### src/rtl/ihex_pkg.sv
package ihex_pkg;

  localparam int FIFO_DEPTH = 4;
  localparam int PTR_W      = $clog2(FIFO_DEPTH);
  localparam int CNT_W      = $clog2(FIFO_DEPTH + 1);

  localparam int POS_W = 10;
  localparam logic [POS_W-1:0] POS_MAX   = 10'd1023;
  localparam logic [POS_W-1:0] HDR_CHARS = 10'd8;

  localparam logic [31:0] MASK_RESET = 32'hffff_ffff;
  localparam logic [31:0] LEN_SAT    = 32'hffff_fffc;

  // record types
  localparam logic [7:0] REC_DATA      = 8'h00;
  localparam logic [7:0] REC_EOF       = 8'h01;
  localparam logic [7:0] REC_SEG_ADDR  = 8'h02;
  localparam logic [7:0] REC_START_SEG = 8'h03;
  localparam logic [7:0] REC_LIN_ADDR  = 8'h04;
  localparam logic [7:0] REC_START_LIN = 8'h05;

  // error codes
  localparam logic [2:0] ERR_NONE      = 3'd0;
  localparam logic [2:0] ERR_EMPTY     = 3'd1;
  localparam logic [2:0] ERR_TYPE      = 3'd2;
  localparam logic [2:0] ERR_RANGE     = 3'd3;
  localparam logic [2:0] ERR_MALFORMED = 3'd4;

  // result kinds
  localparam logic KIND_DATA    = 1'b0;
  localparam logic KIND_SUMMARY = 1'b1;

  // delimiter characters
  localparam logic [7:0] CH_CR    = 8'h0d;
  localparam logic [7:0] CH_LF    = 8'h0a;
  localparam logic [7:0] CH_SPACE = 8'h20;
  localparam logic [7:0] CH_COLON = 8'h3a;

  typedef struct packed {
    logic        kind;
    logic [31:0] write_offset;
    logic [7:0]  write_byte;
    logic [31:0] start_address;
    logic [31:0] image_base;
    logic [31:0] image_length;
    logic [2:0]  error_code;
    logic        last;
  } result_t;

  // {ok, value}
  function automatic logic [4:0] hex_decode(input logic [7:0] c);
    logic [4:0] r;
    r = 5'd0;
    if (c >= 8'h30 && c <= 8'h39) begin
      r = {1'b1, 4'(c - 8'h30)};
    end else if (c >= 8'h61 && c <= 8'h66) begin
      r = {1'b1, 4'(c - 8'h57)};
    end else if (c >= 8'h41 && c <= 8'h46) begin
      r = {1'b1, 4'(c - 8'h37)};
    end
    return r;
  endfunction

  function automatic logic is_delim(input logic [7:0] c);
    return c == CH_CR || c == CH_LF || c == CH_SPACE || c == CH_COLON;
  endfunction

  function automatic logic has_payload(input logic [7:0] t);
    return t == REC_DATA || t == REC_SEG_ADDR || t == REC_START_SEG ||
           t == REC_LIN_ADDR || t == REC_START_LIN;
  endfunction

endpackage

### src/rtl/ihex_if.sv
interface ihex_in_if;
  logic       valid;
  logic       ready;
  logic [7:0] text_char;
  logic       end_of_text;

  modport source (output valid, output text_char, output end_of_text, input ready);
  modport sink   (input valid, input text_char, input end_of_text, output ready);
endinterface

interface ihex_out_if;
  logic        valid;
  logic        ready;
  logic        kind;
  logic [31:0] write_offset;
  logic [7:0]  write_byte;
  logic [31:0] start_address;
  logic [31:0] image_base;
  logic [31:0] image_length;
  logic [2:0]  error_code;
  logic        last;

  modport source (
    output valid, output kind, output write_offset, output write_byte,
    output start_address, output image_base, output image_length,
    output error_code, output last, input ready
  );
  modport sink (
    input valid, input kind, input write_offset, input write_byte,
    input start_address, input image_base, input image_length,
    input error_code, input last, output ready
  );
endinterface

### src/rtl/intel_hex_record_parser.sv
// Intel HEX record parser.
// in_item carries one text character per item plus an end_of_text flag on
// the final character. out_item carries results: a data write (kind 0) with
// image offset and byte for each data pair of a type 00 record, and one
// summary (kind 1) after the final character with start address, image
// base, image length and the sticky error code. last marks the final
// result caused by one input item.
// cfg_wr_en/cfg_wr_data write the flash size mask (all ones after reset);
// write it only while the parser is idle.
// Each character is parsed in the cycle it is accepted; its results land in
// a 4-entry output queue, visible in the next cycle. One item is taken per
// cycle while in_item.ready is high, that is while the queue has room for
// two; a stalled receiver thus holds the input off once three results wait.
// An end-of-text item with a trailing data byte yields two results.
// Reset (rst_n low at a clock edge) clears the parse state and the queue and
// sets the mask to all ones; the block accepts items on the next cycle.
module intel_hex_record_parser (
  input  logic        clk,
  input  logic        rst_n,
  ihex_in_if.sink     in_item,
  ihex_out_if.source  out_item,
  input  logic        cfg_wr_en,
  input  logic [31:0] cfg_wr_data
);

  logic [31:0] mask_r;

  logic [ihex_pkg::POS_W-1:0] pos_r, pos_nxt;
  logic [7:0]  len_r, len_nxt;
  logic [15:0] addr_r, addr_nxt;
  logic [7:0]  rtype_r, rtype_nxt;
  logic [3:0]  hold_r, hold_nxt;
  logic [31:0] run_r, run_nxt;
  logic [31:0] base_r, base_nxt;
  logic        based_r, based_nxt;
  logic [31:0] entry_r, entry_nxt;
  logic [31:0] imglen_r, imglen_nxt;
  logic        seen_r, seen_nxt;
  logic [2:0]  err_r, err_nxt;
  logic [31:0] woff_r, woff_nxt;

  ihex_pkg::result_t fifo_r [ihex_pkg::FIFO_DEPTH];
  logic [ihex_pkg::PTR_W-1:0] wr_ptr_r, rd_ptr_r, wr_ptr_p1;
  logic [ihex_pkg::CNT_W-1:0] cnt_r;

  logic                 acc, pop, eot, delim;
  logic [7:0]           ch;
  logic [4:0]           hexd;
  logic [3:0]           nib;
  logic                 active;
  logic [ihex_pkg::POS_W-1:0] n_pay, need;
  logic [1:0]           n_push;
  ihex_pkg::result_t    res0, res1;

  logic [32:0] diff;
  logic [32:0] top_sum;
  logic        range_bad;
  logic [33:0] end_raw;
  logic [33:0] end_rnd;
  logic [31:0] end_val;
  logic [31:0] lin_masked;

  assign acc   = in_item.valid && in_item.ready;
  assign pop   = out_item.valid && out_item.ready;
  assign ch    = in_item.text_char;
  assign eot   = in_item.end_of_text;
  assign delim = ihex_pkg::is_delim(ch);
  assign hexd  = ihex_pkg::hex_decode(ch);
  assign nib   = hexd[3:0];
  assign n_pay = pos_r - ihex_pkg::HDR_CHARS;
  assign active = (pos_r < ihex_pkg::HDR_CHARS) ||
                  (ihex_pkg::has_payload(rtype_r) && n_pay < {1'b0, len_r, 1'b0});

  // data header checks, taken from the header registers before the type lands
  assign diff      = {1'b0, run_r} - {1'b0, base_r};
  assign top_sum   = {1'b0, run_r} + {25'd0, len_r};
  assign range_bad = diff[32] || (top_sum[32] && top_sum[31:0] != 32'd0);
  assign end_raw   = {2'b00, diff[31:0]} + {26'd0, len_r} + 34'd3;
  assign end_rnd   = {end_raw[33:2], 2'b00};
  assign end_val   = (end_rnd[33:32] != 2'b00) ? ihex_pkg::LEN_SAT : end_rnd[31:0];

  always_comb begin
    pos_nxt    = pos_r;
    len_nxt    = len_r;
    addr_nxt   = addr_r;
    rtype_nxt  = rtype_r;
    hold_nxt   = hold_r;
    run_nxt    = run_r;
    base_nxt   = base_r;
    based_nxt  = based_r;
    entry_nxt  = entry_r;
    imglen_nxt = imglen_r;
    seen_nxt   = seen_r;
    err_nxt    = err_r;
    woff_nxt   = woff_r;
    n_push     = 2'd0;
    res0       = '0;
    res1       = '0;
    need       = ihex_pkg::HDR_CHARS;
    lin_masked = 32'd0;

    if (acc) begin
      if (!delim) begin
        seen_nxt = 1'b1;
        if (err_r == ihex_pkg::ERR_NONE) begin
          if (pos_r < ihex_pkg::POS_MAX) begin
            pos_nxt = pos_r + 1'b1;
          end
          if (active) begin
            if (!hexd[4]) begin
              err_nxt = ihex_pkg::ERR_MALFORMED;
            end else if (pos_r < 10'd2) begin
              len_nxt = {len_r[3:0], nib};
            end else if (pos_r < 10'd6) begin
              addr_nxt = {addr_r[11:0], nib};
              if (pos_r == 10'd5) begin
                run_nxt = {run_r[31:16], addr_r[11:0], nib};
              end
            end else if (pos_r < ihex_pkg::HDR_CHARS) begin
              rtype_nxt = {rtype_r[3:0], nib};
              if (pos_r == 10'd7) begin
                if (rtype_nxt == ihex_pkg::REC_DATA) begin
                  based_nxt = 1'b1;
                  woff_nxt  = diff[31:0];
                  if (range_bad) begin
                    err_nxt = ihex_pkg::ERR_RANGE;
                  end else if (end_val > imglen_r) begin
                    imglen_nxt = end_val;
                  end
                end else if (rtype_nxt == ihex_pkg::REC_START_LIN) begin
                  entry_nxt = 32'd0;
                end else if (rtype_nxt > ihex_pkg::REC_START_LIN) begin
                  err_nxt = ihex_pkg::ERR_TYPE;
                end
              end
            end else if (rtype_r == ihex_pkg::REC_DATA) begin
              if (!n_pay[0]) begin
                hold_nxt = nib;
              end else begin
                res0.kind         = ihex_pkg::KIND_DATA;
                res0.write_offset = woff_r;
                res0.write_byte   = {hold_r, nib};
                res0.last         = !eot;
                woff_nxt          = woff_r + 32'd1;
                n_push            = 2'd1;
              end
            end else if (rtype_r == ihex_pkg::REC_START_LIN) begin
              entry_nxt = (n_pay == 10'd0) ? {28'd0, nib} : {entry_r[27:0], nib};
            end else begin
              run_nxt = (n_pay == 10'd0) ? {28'd0, nib} : {run_r[27:0], nib};
            end
          end
        end
      end

      // end of token
      if (delim || eot) begin
        if (pos_nxt != '0) begin
          if (err_nxt == ihex_pkg::ERR_NONE) begin
            need = ihex_pkg::HDR_CHARS +
                   (ihex_pkg::has_payload(rtype_nxt) ? {1'b0, len_nxt, 1'b0} : 10'd0);
            if (pos_nxt < ihex_pkg::HDR_CHARS || pos_nxt < need) begin
              err_nxt = ihex_pkg::ERR_MALFORMED;
            end else if (rtype_nxt == ihex_pkg::REC_SEG_ADDR) begin
              run_nxt = {run_nxt[27:0], 4'd0};
            end else if (rtype_nxt == ihex_pkg::REC_START_SEG) begin
              run_nxt = {run_nxt[23:0], 8'd0};
            end else if (rtype_nxt == ihex_pkg::REC_LIN_ADDR) begin
              run_nxt    = {run_nxt[15:0], 16'd0};
              lin_masked = run_nxt & mask_r;
              if (!based_nxt) begin
                base_nxt = lin_masked;
              end else if (lin_masked != base_nxt) begin
                err_nxt = ihex_pkg::ERR_RANGE;
              end
            end
          end
          pos_nxt   = '0;
          len_nxt   = 8'd0;
          addr_nxt  = 16'd0;
          rtype_nxt = 8'd0;
          hold_nxt  = 4'd0;
        end
      end

      if (eot) begin
        if (!seen_nxt && err_nxt == ihex_pkg::ERR_NONE) begin
          err_nxt = ihex_pkg::ERR_EMPTY;
        end
        res1.kind          = ihex_pkg::KIND_SUMMARY;
        res1.start_address = entry_nxt;
        res1.image_base    = base_nxt;
        res1.image_length  = imglen_nxt;
        res1.error_code    = err_nxt;
        res1.last          = 1'b1;
        if (n_push == 2'd0) begin
          res0   = res1;
          n_push = 2'd1;
        end else begin
          n_push = 2'd2;
        end
        pos_nxt    = '0;
        len_nxt    = 8'd0;
        addr_nxt   = 16'd0;
        rtype_nxt  = 8'd0;
        hold_nxt   = 4'd0;
        run_nxt    = 32'd0;
        base_nxt   = 32'd0;
        based_nxt  = 1'b0;
        entry_nxt  = 32'd0;
        imglen_nxt = 32'd0;
        seen_nxt   = 1'b0;
        err_nxt    = ihex_pkg::ERR_NONE;
      end
    end
  end

  always_ff @(posedge clk) begin
    if (!rst_n) begin
      mask_r   <= ihex_pkg::MASK_RESET;
      pos_r    <= '0;
      len_r    <= 8'd0;
      addr_r   <= 16'd0;
      rtype_r  <= 8'd0;
      hold_r   <= 4'd0;
      run_r    <= 32'd0;
      base_r   <= 32'd0;
      based_r  <= 1'b0;
      entry_r  <= 32'd0;
      imglen_r <= 32'd0;
      seen_r   <= 1'b0;
      err_r    <= ihex_pkg::ERR_NONE;
      woff_r   <= 32'd0;
    end else begin
      if (cfg_wr_en) begin
        mask_r <= cfg_wr_data;
      end
      pos_r    <= pos_nxt;
      len_r    <= len_nxt;
      addr_r   <= addr_nxt;
      rtype_r  <= rtype_nxt;
      hold_r   <= hold_nxt;
      run_r    <= run_nxt;
      base_r   <= base_nxt;
      based_r  <= based_nxt;
      entry_r  <= entry_nxt;
      imglen_r <= imglen_nxt;
      seen_r   <= seen_nxt;
      err_r    <= err_nxt;
      woff_r   <= woff_nxt;
    end
  end

  // result queue
  assign wr_ptr_p1 = wr_ptr_r + 1'b1;

  always_ff @(posedge clk) begin
    for (int i = 0; i < ihex_pkg::FIFO_DEPTH; i++) begin
      if (n_push != 2'd0 && wr_ptr_r == ihex_pkg::PTR_W'(i)) begin
        fifo_r[i] <= res0;
      end
      if (n_push == 2'd2 && wr_ptr_p1 == ihex_pkg::PTR_W'(i)) begin
        fifo_r[i] <= res1;
      end
    end
  end

  always_ff @(posedge clk) begin
    if (!rst_n) begin
      wr_ptr_r <= '0;
      rd_ptr_r <= '0;
      cnt_r    <= '0;
    end else begin
      wr_ptr_r <= wr_ptr_r + ihex_pkg::PTR_W'(n_push);
      if (pop) begin
        rd_ptr_r <= rd_ptr_r + 1'b1;
      end
      cnt_r <= cnt_r + ihex_pkg::CNT_W'(n_push) - ihex_pkg::CNT_W'(pop);
    end
  end

  assign in_item.ready = cnt_r <= ihex_pkg::CNT_W'(ihex_pkg::FIFO_DEPTH - 2);

  assign out_item.valid         = cnt_r != '0;
  assign out_item.kind          = fifo_r[rd_ptr_r].kind;
  assign out_item.write_offset  = fifo_r[rd_ptr_r].write_offset;
  assign out_item.write_byte    = fifo_r[rd_ptr_r].write_byte;
  assign out_item.start_address = fifo_r[rd_ptr_r].start_address;
  assign out_item.image_base    = fifo_r[rd_ptr_r].image_base;
  assign out_item.image_length  = fifo_r[rd_ptr_r].image_length;
  assign out_item.error_code    = fifo_r[rd_ptr_r].error_code;
  assign out_item.last          = fifo_r[rd_ptr_r].last;

  a_cnt_bound: assert property (@(posedge clk) disable iff (!rst_n)
    cnt_r <= ihex_pkg::CNT_W'(ihex_pkg::FIFO_DEPTH))
    else $error("result queue overflow");

  a_cnt_track: assert property (@(posedge clk) disable iff (!rst_n)
    $past(rst_n) |-> cnt_r == $past(cnt_r) + ihex_pkg::CNT_W'($past(n_push))
                     - ihex_pkg::CNT_W'($past(pop)))
    else $error("queue count out of step with pushes and pops");

  a_eot_clears: assert property (@(posedge clk) disable iff (!rst_n)
    (acc && eot) |=> (err_r == ihex_pkg::ERR_NONE && pos_r == '0 && !seen_r && !based_r))
    else $error("parse state not cleared after end of text");

  a_summary_last: assert property (@(posedge clk) disable iff (!rst_n)
    (out_item.valid && out_item.kind == ihex_pkg::KIND_SUMMARY) |-> out_item.last)
    else $error("summary not marked last");

  a_no_write_in_error: assert property (@(posedge clk) disable iff (!rst_n)
    (n_push != 2'd0 && res0.kind == ihex_pkg::KIND_DATA) |-> err_r == ihex_pkg::ERR_NONE)
    else $error("data write while an error is pending");

endmodule
### src/flat_wrapper.sv
// flat-port wrapper written by rule: the top's interface ports become plain ports
module intel_hex_record_parser_flat 
  (clk, rst_n, cfg_wr_en, cfg_wr_data, in_item_valid, in_item_text_char, in_item_end_of_text, in_item_ready, out_item_valid, out_item_kind, out_item_write_offset, out_item_write_byte, out_item_start_address, out_item_image_base, out_item_image_length, out_item_error_code, out_item_last, out_item_ready);
  ihex_in_if in_item_i ();
  ihex_out_if out_item_i ();
  input  logic clk;
  input  logic rst_n;
  input  logic cfg_wr_en;
  input  logic [31:0] cfg_wr_data;
  input wire logic [$bits(in_item_i.valid)-1:0] in_item_valid;
  input wire logic [$bits(in_item_i.text_char)-1:0] in_item_text_char;
  input wire logic [$bits(in_item_i.end_of_text)-1:0] in_item_end_of_text;
  output wire logic [$bits(in_item_i.ready)-1:0] in_item_ready;
  output wire logic [$bits(out_item_i.valid)-1:0] out_item_valid;
  output wire logic [$bits(out_item_i.kind)-1:0] out_item_kind;
  output wire logic [$bits(out_item_i.write_offset)-1:0] out_item_write_offset;
  output wire logic [$bits(out_item_i.write_byte)-1:0] out_item_write_byte;
  output wire logic [$bits(out_item_i.start_address)-1:0] out_item_start_address;
  output wire logic [$bits(out_item_i.image_base)-1:0] out_item_image_base;
  output wire logic [$bits(out_item_i.image_length)-1:0] out_item_image_length;
  output wire logic [$bits(out_item_i.error_code)-1:0] out_item_error_code;
  output wire logic [$bits(out_item_i.last)-1:0] out_item_last;
  input wire logic [$bits(out_item_i.ready)-1:0] out_item_ready;
  assign in_item_i.valid = in_item_valid;
  assign in_item_i.text_char = in_item_text_char;
  assign in_item_i.end_of_text = in_item_end_of_text;
  assign in_item_ready = in_item_i.ready;
  assign out_item_valid = out_item_i.valid;
  assign out_item_kind = out_item_i.kind;
  assign out_item_write_offset = out_item_i.write_offset;
  assign out_item_write_byte = out_item_i.write_byte;
  assign out_item_start_address = out_item_i.start_address;
  assign out_item_image_base = out_item_i.image_base;
  assign out_item_image_length = out_item_i.image_length;
  assign out_item_error_code = out_item_i.error_code;
  assign out_item_last = out_item_i.last;
  assign out_item_i.ready = out_item_ready;
  intel_hex_record_parser u_core (.clk(clk), .rst_n(rst_n), .in_item(in_item_i), .out_item(out_item_i), .cfg_wr_en(cfg_wr_en), .cfg_wr_data(cfg_wr_data));
endmodule
### config.mk
export PLATFORM = sky130hd
export DESIGN_NAME = intel_hex_record_parser_flat
export DESIGN_NICKNAME = d
export VERILOG_FILES = /design/src/rtl/ihex_pkg.sv /design/src/rtl/ihex_if.sv /design/src/rtl/intel_hex_record_parser.sv /design/src/flat_wrapper.sv
export SDC_FILE = /design/constraint.sdc
export NUM_CORES = 2
export LEC_CHECK = 0
export BUFFER_PORTS_ARGS = -buffer_cell sky130_fd_sc_hd__buf_4
export CAP_MARGIN = 0
export CORE_MARGIN = 2
export CORE_UTILIZATION = 60
export CTS_CLUSTER_SIZE = 12
export DETAILED_ROUTE_END_ITERATION = 10
export MAX_ROUTING_LAYER = met4
export PLACE_DENSITY = 0.76
export RECOVER_POWER = 100
export REMOVE_ABC_BUFFERS = 1
export SLEW_MARGIN = 10
export SYNTH_ARGS = -nofsm -noshare
export SYNTH_HDL_FRONTEND = slang
export SYNTH_SLANG_ARGS = --single-unit
### constraint.sdc
create_clock -name clk -period 13.2 [get_ports clk]
set_input_delay 2.64 -clock clk [delete_from_list [all_inputs] [get_ports clk]]
set_output_delay 2.64 -clock clk [all_outputs]
set_load 0.01 [all_outputs]
**Yosys cells after proc, flatten, opt, wreduce, memory -nomap -nowiden**

Memory sizes are Yosys's and may differ from the RTL's. A register that Yosys moved wholly into a read port is not among the register bits.
Index checks and enable logic that the tools add are counted.

- $add $sub $neg: 16
- $lt $le $gt $ge: 16
- Equality and inequality tests: 25
- Muxes and demuxes: 218
- Bitwise operators: 8
- Reduce and logical (&&, ||, !) cells: 53

Operators with widths:

| kind | number |
|---|---|
| 32-bit two-way mux | 60 |
| 141-bit two-way mux | 9 |
| 41-bit two-way mux | 8 |
| 141-bit OR reduction | 2 |
| 100-bit two-way mux | 2 |
| 16-bit two-way mux | 10 |
| 8-bit two-way mux | 20 |
| 3-bit two-way mux | 25 |
| 10-bit two-way mux | 7 |
| 32-bit by 8-bit adder with 33-bit output | 2 |
| 4-bit two-way mux | 12 |
| 1-bit two-way mux | 44 |
| 8-bit by 3-bit equality test with 1-bit output, second input constant | 5 |
| 40-bit two-way mux | 1 |
| 34-bit by 2-bit adder with 34-bit output, second input constant | 1 |
| 32-bit by 32-bit subtractor with 33-bit output | 1 |
| 32-bit by 1-bit adder with 32-bit output, second input constant | 1 |
| 32-bit AND | 1 |
| 8-bit by 2-bit equality test with 1-bit output, second input constant | 4 |
| 32-bit > comparator | 1 |
| 2-bit two-way mux | 16 |
| 32-bit inequality test | 1 |
| 32-bit nonzero test | 1 |
| 8-bit logical NOT | 3 |
| 41 further kinds | 99 |

- Register bits after elaboration: 250
- RAM bits: 564
- Output and inout bits: 143
- Logic and storage cells: 354
- Memories: 1

Memories:

| name | depth | width | rd ports | clocked after Yosys merged registers in | wr ports | line | text |
|---|---|---|---|---|---|---|---|
| u_core.fifo_r | 4 | 141 | 1 | 1 | 2 | intel_hex_record_parser.sv:42 | `ihex_pkg::result_t fifo_r [ihex_pkg::FIFO_DEPTH];` |

**Logic depth before layout (Yosys ltp)**

- Word-level depth: 36
- Depth in mapped cells: 37
- Depth with buffers taken out: 34

**Least setup slack after synthesis**

No wires, ideal clock.

- Path type: input-to-reg
- Start: in in_item_text_char[3]
- End: mem u_core.fifo_r[1][0] (netlist bit) (enable)
- Arrival time: 11083 ps
- Required time: 12557 ps
- Setup slack: 1474 ps
- Cell stages on the path: 12
- Path buffers: 2
- Path through: buf_2 -> nor4b_1 -> o21ai_1 -> o21a_1 -> or3_1 -> buf_2 -> a211oi_1 -> nand2_1 -> ha_1 -> o21ai_0 -> nand2_1 -> nor2_1

RTL lines:

| what | line | text |
|---|---|---|
| start: declaration | flat_wrapper.sv:11 | `input wire logic [$bits(in_item_i.text_char)-1:0] in_item_text_char;` |
| end: declaration | intel_hex_record_parser.sv:42 |  |

**Worst setup path after layout**

- Start: in in_item_text_char[0]
- End: reg u_core.base_r[27]

- Word-level cells in the longest chain between the ends: 27
- Elaborated cells between the ends (all ways): 95

Ends and longest elaborated chain:

| what | line | text |
|---|---|---|
| 8-bit by 7-bit >= comparator with 1-bit output / 8-bit by 7-bit less-or-equal comparator with 1-bit output (equally long branches) | ihex_pkg.sv:58 | `end else if (c >= 8'h41 && c <= 8'h46) begin` |
| 1-bit logical AND | ihex_pkg.sv:58 |  |
| 5-bit two-way mux | ihex_pkg.sv:58 |  |
| 5-bit two-way mux | ihex_pkg.sv:56 | `end else if (c >= 8'h61 && c <= 8'h66) begin` |
| 5-bit two-way mux | ihex_pkg.sv:54 | `if (c >= 8'h30 && c <= 8'h39) begin` |
| 8-bit two-way mux | intel_hex_record_parser.sv:119 | `end else if (pos_r < ihex_pkg::HDR_CHARS) begin` |
| 8-bit two-way mux | intel_hex_record_parser.sv:114 | `end else if (pos_r < 10'd6) begin` |
| 8-bit two-way mux | intel_hex_record_parser.sv:112 | `end else if (pos_r < 10'd2) begin` |
| (+11 left out) | -- |  |
| 4-bit by 10-bit adder with 10-bit output | intel_hex_record_parser.sv:160 | `need = ihex_pkg::HDR_CHARS +` |
| 10-bit less-than comparator | intel_hex_record_parser.sv:162 | `if (pos_nxt < ihex_pkg::HDR_CHARS \|\| pos_nxt < need) begin` |
| 1-bit logical OR | intel_hex_record_parser.sv:162 |  |
| 32-bit two-way mux | intel_hex_record_parser.sv:162 |  |
| 32-bit two-way mux | intel_hex_record_parser.sv:159 | `if (err_nxt == ihex_pkg::ERR_NONE) begin` |
| 32-bit two-way mux | intel_hex_record_parser.sv:158 | `if (pos_nxt != '0) begin` |
| 32-bit two-way mux (*) | intel_hex_record_parser.sv:157 | `if (delim \|\| eot) begin` |
| 32-bit two-way mux (*) | intel_hex_record_parser.sv:186 | `if (eot) begin` |
| end signal: assignment | intel_hex_record_parser.sv:244 | `base_r <= base_nxt;` |
| end: declaration | intel_hex_record_parser.sv:34 | `logic [31:0] base_r, base_nxt;` |

Mark *: on every way between the ends. The rest lies on a longest branch, timed or not. The select of a mux whose other input is x is not followed.
A chain may end at the register's enable or synchronous reset.

==> flow_summary.json <==
{
  "hold_buffers": 0,
  "antenna_found_initial": 3,
  "crit_path_start_kind": "input port",
  "cts_buffers": 86,
  "ys_seq_area_frac": 0.486,
  "power_frac_seq": 0.458,
  "multiInputGateArea_sq_um": 20800,
  "drc": 0,
  "syn_to_final_growth_pct": 9.12,
  "netlist_instances": 4221,
  "post_cts_resize_count": 0,
  "post_cts_buffers": 0,
  "p_leak_nw": 16.6,
  "cp_max_fo": 14,
  "min_path_type": "reg2reg",
  "grt_overflow": 0,
  "ff2ff_path_depth": 31,
  "required_ps": 13750,
  "ant_nets": 0,
  "chipWidth_um": 273,
  "regArea_sq_um": 21200,
  "status": "finished with violations",
  "ys.flop_type": "edfxtp_1",
  "report.final.hold_viol_count": 0,
  "max-vdd-ir-drop_mv": 0.115,
  "hold_start": "u_core.fifo_r[2][135]$_SDFFE_PP0P_",
  "cts_buffer_depth": 3,
  "drive_above_1_share": 0.0961,
  "num_vias": 34858,
  "synth_edf_count": 524,
  "stdcell_count": 5283,
  "worst-endpoint-arrival_ps": 12030,
  "finalMaxSlewViolations": 1079,
  "p_comb_frac": 0.161,
  "violations": "max-capacitance violations, max-slew violations",
  "ys_ff_latch": 796,
  "syn_area_sq_um": 43600,
  "rsz0062_at_grt": "false",
  "p_total_mw": 6.06,
  "synth.distinct_cells": 101,
  "path_cells": "clkbuf_1, inv_1, ha_1, or3b_2, a2111oi_0, o21ba_1, or4_1, mux2_1, o311ai_0, a211oi_1, ha_1, nand2_1, or4_1, ha_1, nand4_1, nor2_1, a211oi_1, inv_1, o211a_1, o21a_1, nand3_1, nor4_1, nand3_2, o21ai_0",
  "final_nets": 4420,
  "finish.utilization": 0.663,
  "grt_max_degree": 102,
  "pwr-share-clk": 0.381,
  "power_density_nw_per_um2": 128,
  "gp_routability_congestion": 1.04,
  "track_usage": 0.345,
  "clkLatencyLatePin_ps": 660,
  "fillCellCount": 5701,
  "start_util": 0.607,
  "p_int_mw": 4.44,
  "r2r_end": "u_core.fifo_r[0][22]$_DFFE_PP_",
  "drv_cap": 26,
  "port_buffers": 172,
  "finalCritPeriodShare": 0.870,
  "crit_family": "simple AND/OR/NAND/NOR gates",
  "rows": 98,
  "crit_type": "in2reg",
  "fp.dieH_um": 273,
  "cts_root_buf": "clkbuf_16",
  "routed_wl_um": 127000,
  "finClkSkew_ps": 22.7,
  "cp_common_cell": "ha_1",
  "path_buf_inv": 3,
  "ys_warn_count": 0,
  "pin_count": 189,
  "period_minus_slack_ps": 11480,
  "htree_levels": 3,
  "relSlewSlack": -1.33,
  "max_freq_mhz": 87.1,
  "cts.clk_slew.worst_paths_ps": 60,
  "swShare": 0.267,
  "first_global_vias": 33278,
  "grt_first_pass_wirelength_um": 195000,
  "dr.pass1.iters": 6,
  "r2r_start": "u_core.base_r[0]$_SDFFE_PN0P_",
  "crit_path_top_delay_cell": "nor4_1",
  "placed_cells": 5121,
  "drt-initial-drc-count": 3926,
  "dieArea_sq_um": 74800,
  "synthArstFlopShare": 0,
  "tns_ps": 0,
  "rrSetupSlack_ps": 1950,
  "cp-end-kind": "flop",
  "core_area_sq_um": 71700,
  "worst_pin_slew_ps": 3490,
  "setup-violations-final": 0,
  "min_to": "u_core.fifo_r[2][135]$_SDFFE_PP0P_",
  "slowest_delay_ps": 2050,
  "cts_tree": "built",
  "p_sw_mw": 1.62,
  "clock-sinks": 796,
  "via_per_inst": 6.60,
  "syn_area_per_cell_sq_um": 10.3,
  "whs_path_depth": 1,
  "drt-wirelength-per-cell_um": 24.0,
  "dp_hpwl_um": 85100
}
## registers in the layout, summed over array words and instances, names as in the netlist, named ones only
signal and flops:
u_core.imglen_r 32, u_core.rtype_r 8, u_core.fifo_r 564, u_core.mask_r 16
u_core.seen_r 1, u_core.based_r 1, u_core.hold_r 4, u_core.pos_r 10
u_core.err_r 3, u_core.cnt_r 3, u_core.wr_ptr_r 2, u_core.run_r 32
u_core.len_r 8, u_core.addr_r 12, u_core.rd_ptr_r 2, u_core.entry_r 32
u_core.base_r 32, u_core.woff_r 32
## cells in the mapped netlist, types with 30 or more instances
| cell | count | area, sq um |
|---|---|---|
| a211oi_1 | 36 | 270 |
| a21oi_1 | 227 | 1140 |
| a22o_1 | 82 | 718 |
| a22oi_1 | 52 | 390 |
| and2_1 | 193 | 1210 |
| and3_1 | 100 | 626 |
| buf_1 | 32 | 120 |
| clkbuf_1 | 227 | 852 |
| dfxtp_1 | 272 | 5450 |
| edfxtp_1 | 524 | 15700 |
| ha_1 | 111 | 1390 |
| inv_1 | 126 | 473 |
| mux2i_1 | 53 | 531 |
| mux4_2 | 141 | 3180 |
| nand2_1 | 276 | 1040 |
| nand3_1 | 82 | 410 |
| nand4_1 | 46 | 288 |
| nor2_1 | 537 | 2020 |
| nor2b_1 | 69 | 432 |
| nor3_1 | 143 | 716 |
| nor4_1 | 30 | 188 |
| o211ai_1 | 50 | 375 |
| o21a_1 | 33 | 248 |
| o21ai_0 | 228 | 1140 |
| xnor2_1 | 70 | 613 |
## power by group through the flow
stage	sequential (mW)	clock [mW]	combinational [mW]
after detailed placement	2.82	0	1.10
after CTS	2.77	2.33	1.10
after global placement	2.82	0	1.09
after global routing	2.78	2.42	1.04
after floorplan	2.90	0	0.622
final	2.78	2.31	0.974
## worst register-to-register path: cells and delay by family (launching register included)
family,cells,cell delay [ps]
AO/OA/AOI/OAI,12,4750
XOR/XNOR,1,320
adder cells (fa/ha/maj),4,1280
buffers and inverters,1,770
flip-flops,1,410
multiplexers,1,470
AND/OR/NAND/NOR,12,2920
## routing by layer
metal	share of wire	track usage	vias up
met3	0.075	0.0511	332
li1	-	-	15813
met4	0.043	0.134	0
met1	0.41	0.453	17108
met5	0	-	-
met2	0.48	0.545	1605
## cells by family after synthesis
group,count (synthesis),synth area share
AO/OA/AOI/OAI,985,0.153
AND/OR/NAND/NOR,1614,0.184
multiplexers,201,0.0870
flip-flops,796,0.486
buffers and inverters,411,0.0365
XOR/XNOR,99,0.0199
adder cells (fa/ha/maj),115,0.0337
## layout make-up
cell class | instances | area share
antenna | 4 | 0.000211
inverter | 126 | 0.0100
tap | 950 | 0.0250
clock inverter | 26 | 0.00479
clock buffer | 132 | 0.0518
timing repair buffer | 235 | 0.0240
sequential | 796 | 0.446
multi-input combinational | 3014 | 0.438
## worst max-delay path by stage
stage | startpoint | to | slack (ps) | depth (start not counted)
2_1_floorplan | in_item_text_char[0] | u_core.fifo_r[1][0]$_DFFE_PP_ | 1320 | 12
3_3_place_gp | u_core.base_r[0]$_SDFFE_PN0P_ | u_core.fifo_r[0][27]$_DFFE_PP_ | 3360 | 31
3_5_place_dp | u_core.base_r[0]$_SDFFE_PN0P_ | u_core.fifo_r[0][27]$_DFFE_PP_ | 3260 | 31
4_1_cts | u_core.base_r[0]$_SDFFE_PN0P_ | u_core.fifo_r[0][22]$_DFFE_PP_ | 3220 | 31
5_1_grt | u_core.base_r[0]$_SDFFE_PN0P_ | u_core.fifo_r[0][27]$_DFFE_PP_ | 1150 | 32
6_report | in_item_text_char[0] | u_core.base_r[27]$_SDFFE_PN0P_ | 1720 | 24
## per-stage QoR
| stage | cell area, sq um | setup WS (ps) | hold slack (ps) |
|---|---|---|---|
| CTS | 48300 | 3220 | 471 |
| floorplan | 42400 | 1320 | 432 |
| global route | 47500 | 1150 | 494 |
| detailed placement | 45600 | 3260 | 456 |
| finish | 47500 | 1720 | 475 |
| global placement | 45600 | 3360 | 454 |
## placed cells by master, fill, tap and decap left out, drive strengths merged, types with 12 or more instances in the layout
master and instances:
xnor2 70, nand3 85, nand2 276, o21a 34
inv 130, or3 17, mux4 141, o21ai 243
nor3 145, ha 111, a31oi 25, nor4 33
mux2i 53, a21oi 230, clkinv 20, clkbuf 300
nor2b 69, nor2 538, o22ai 16, nand2b 25
and4 14, and2 195, nand4 47, dfxtp 272
or4 13, a22oi 52, a211oi 37, nor3b 12
a21o 29, o211ai 61, o31ai 21, or2 19
o211a 14, a22o 82, and3 100, xor2 29
edfxtp 524, buf 67
(Power assumes the default switching activity.)
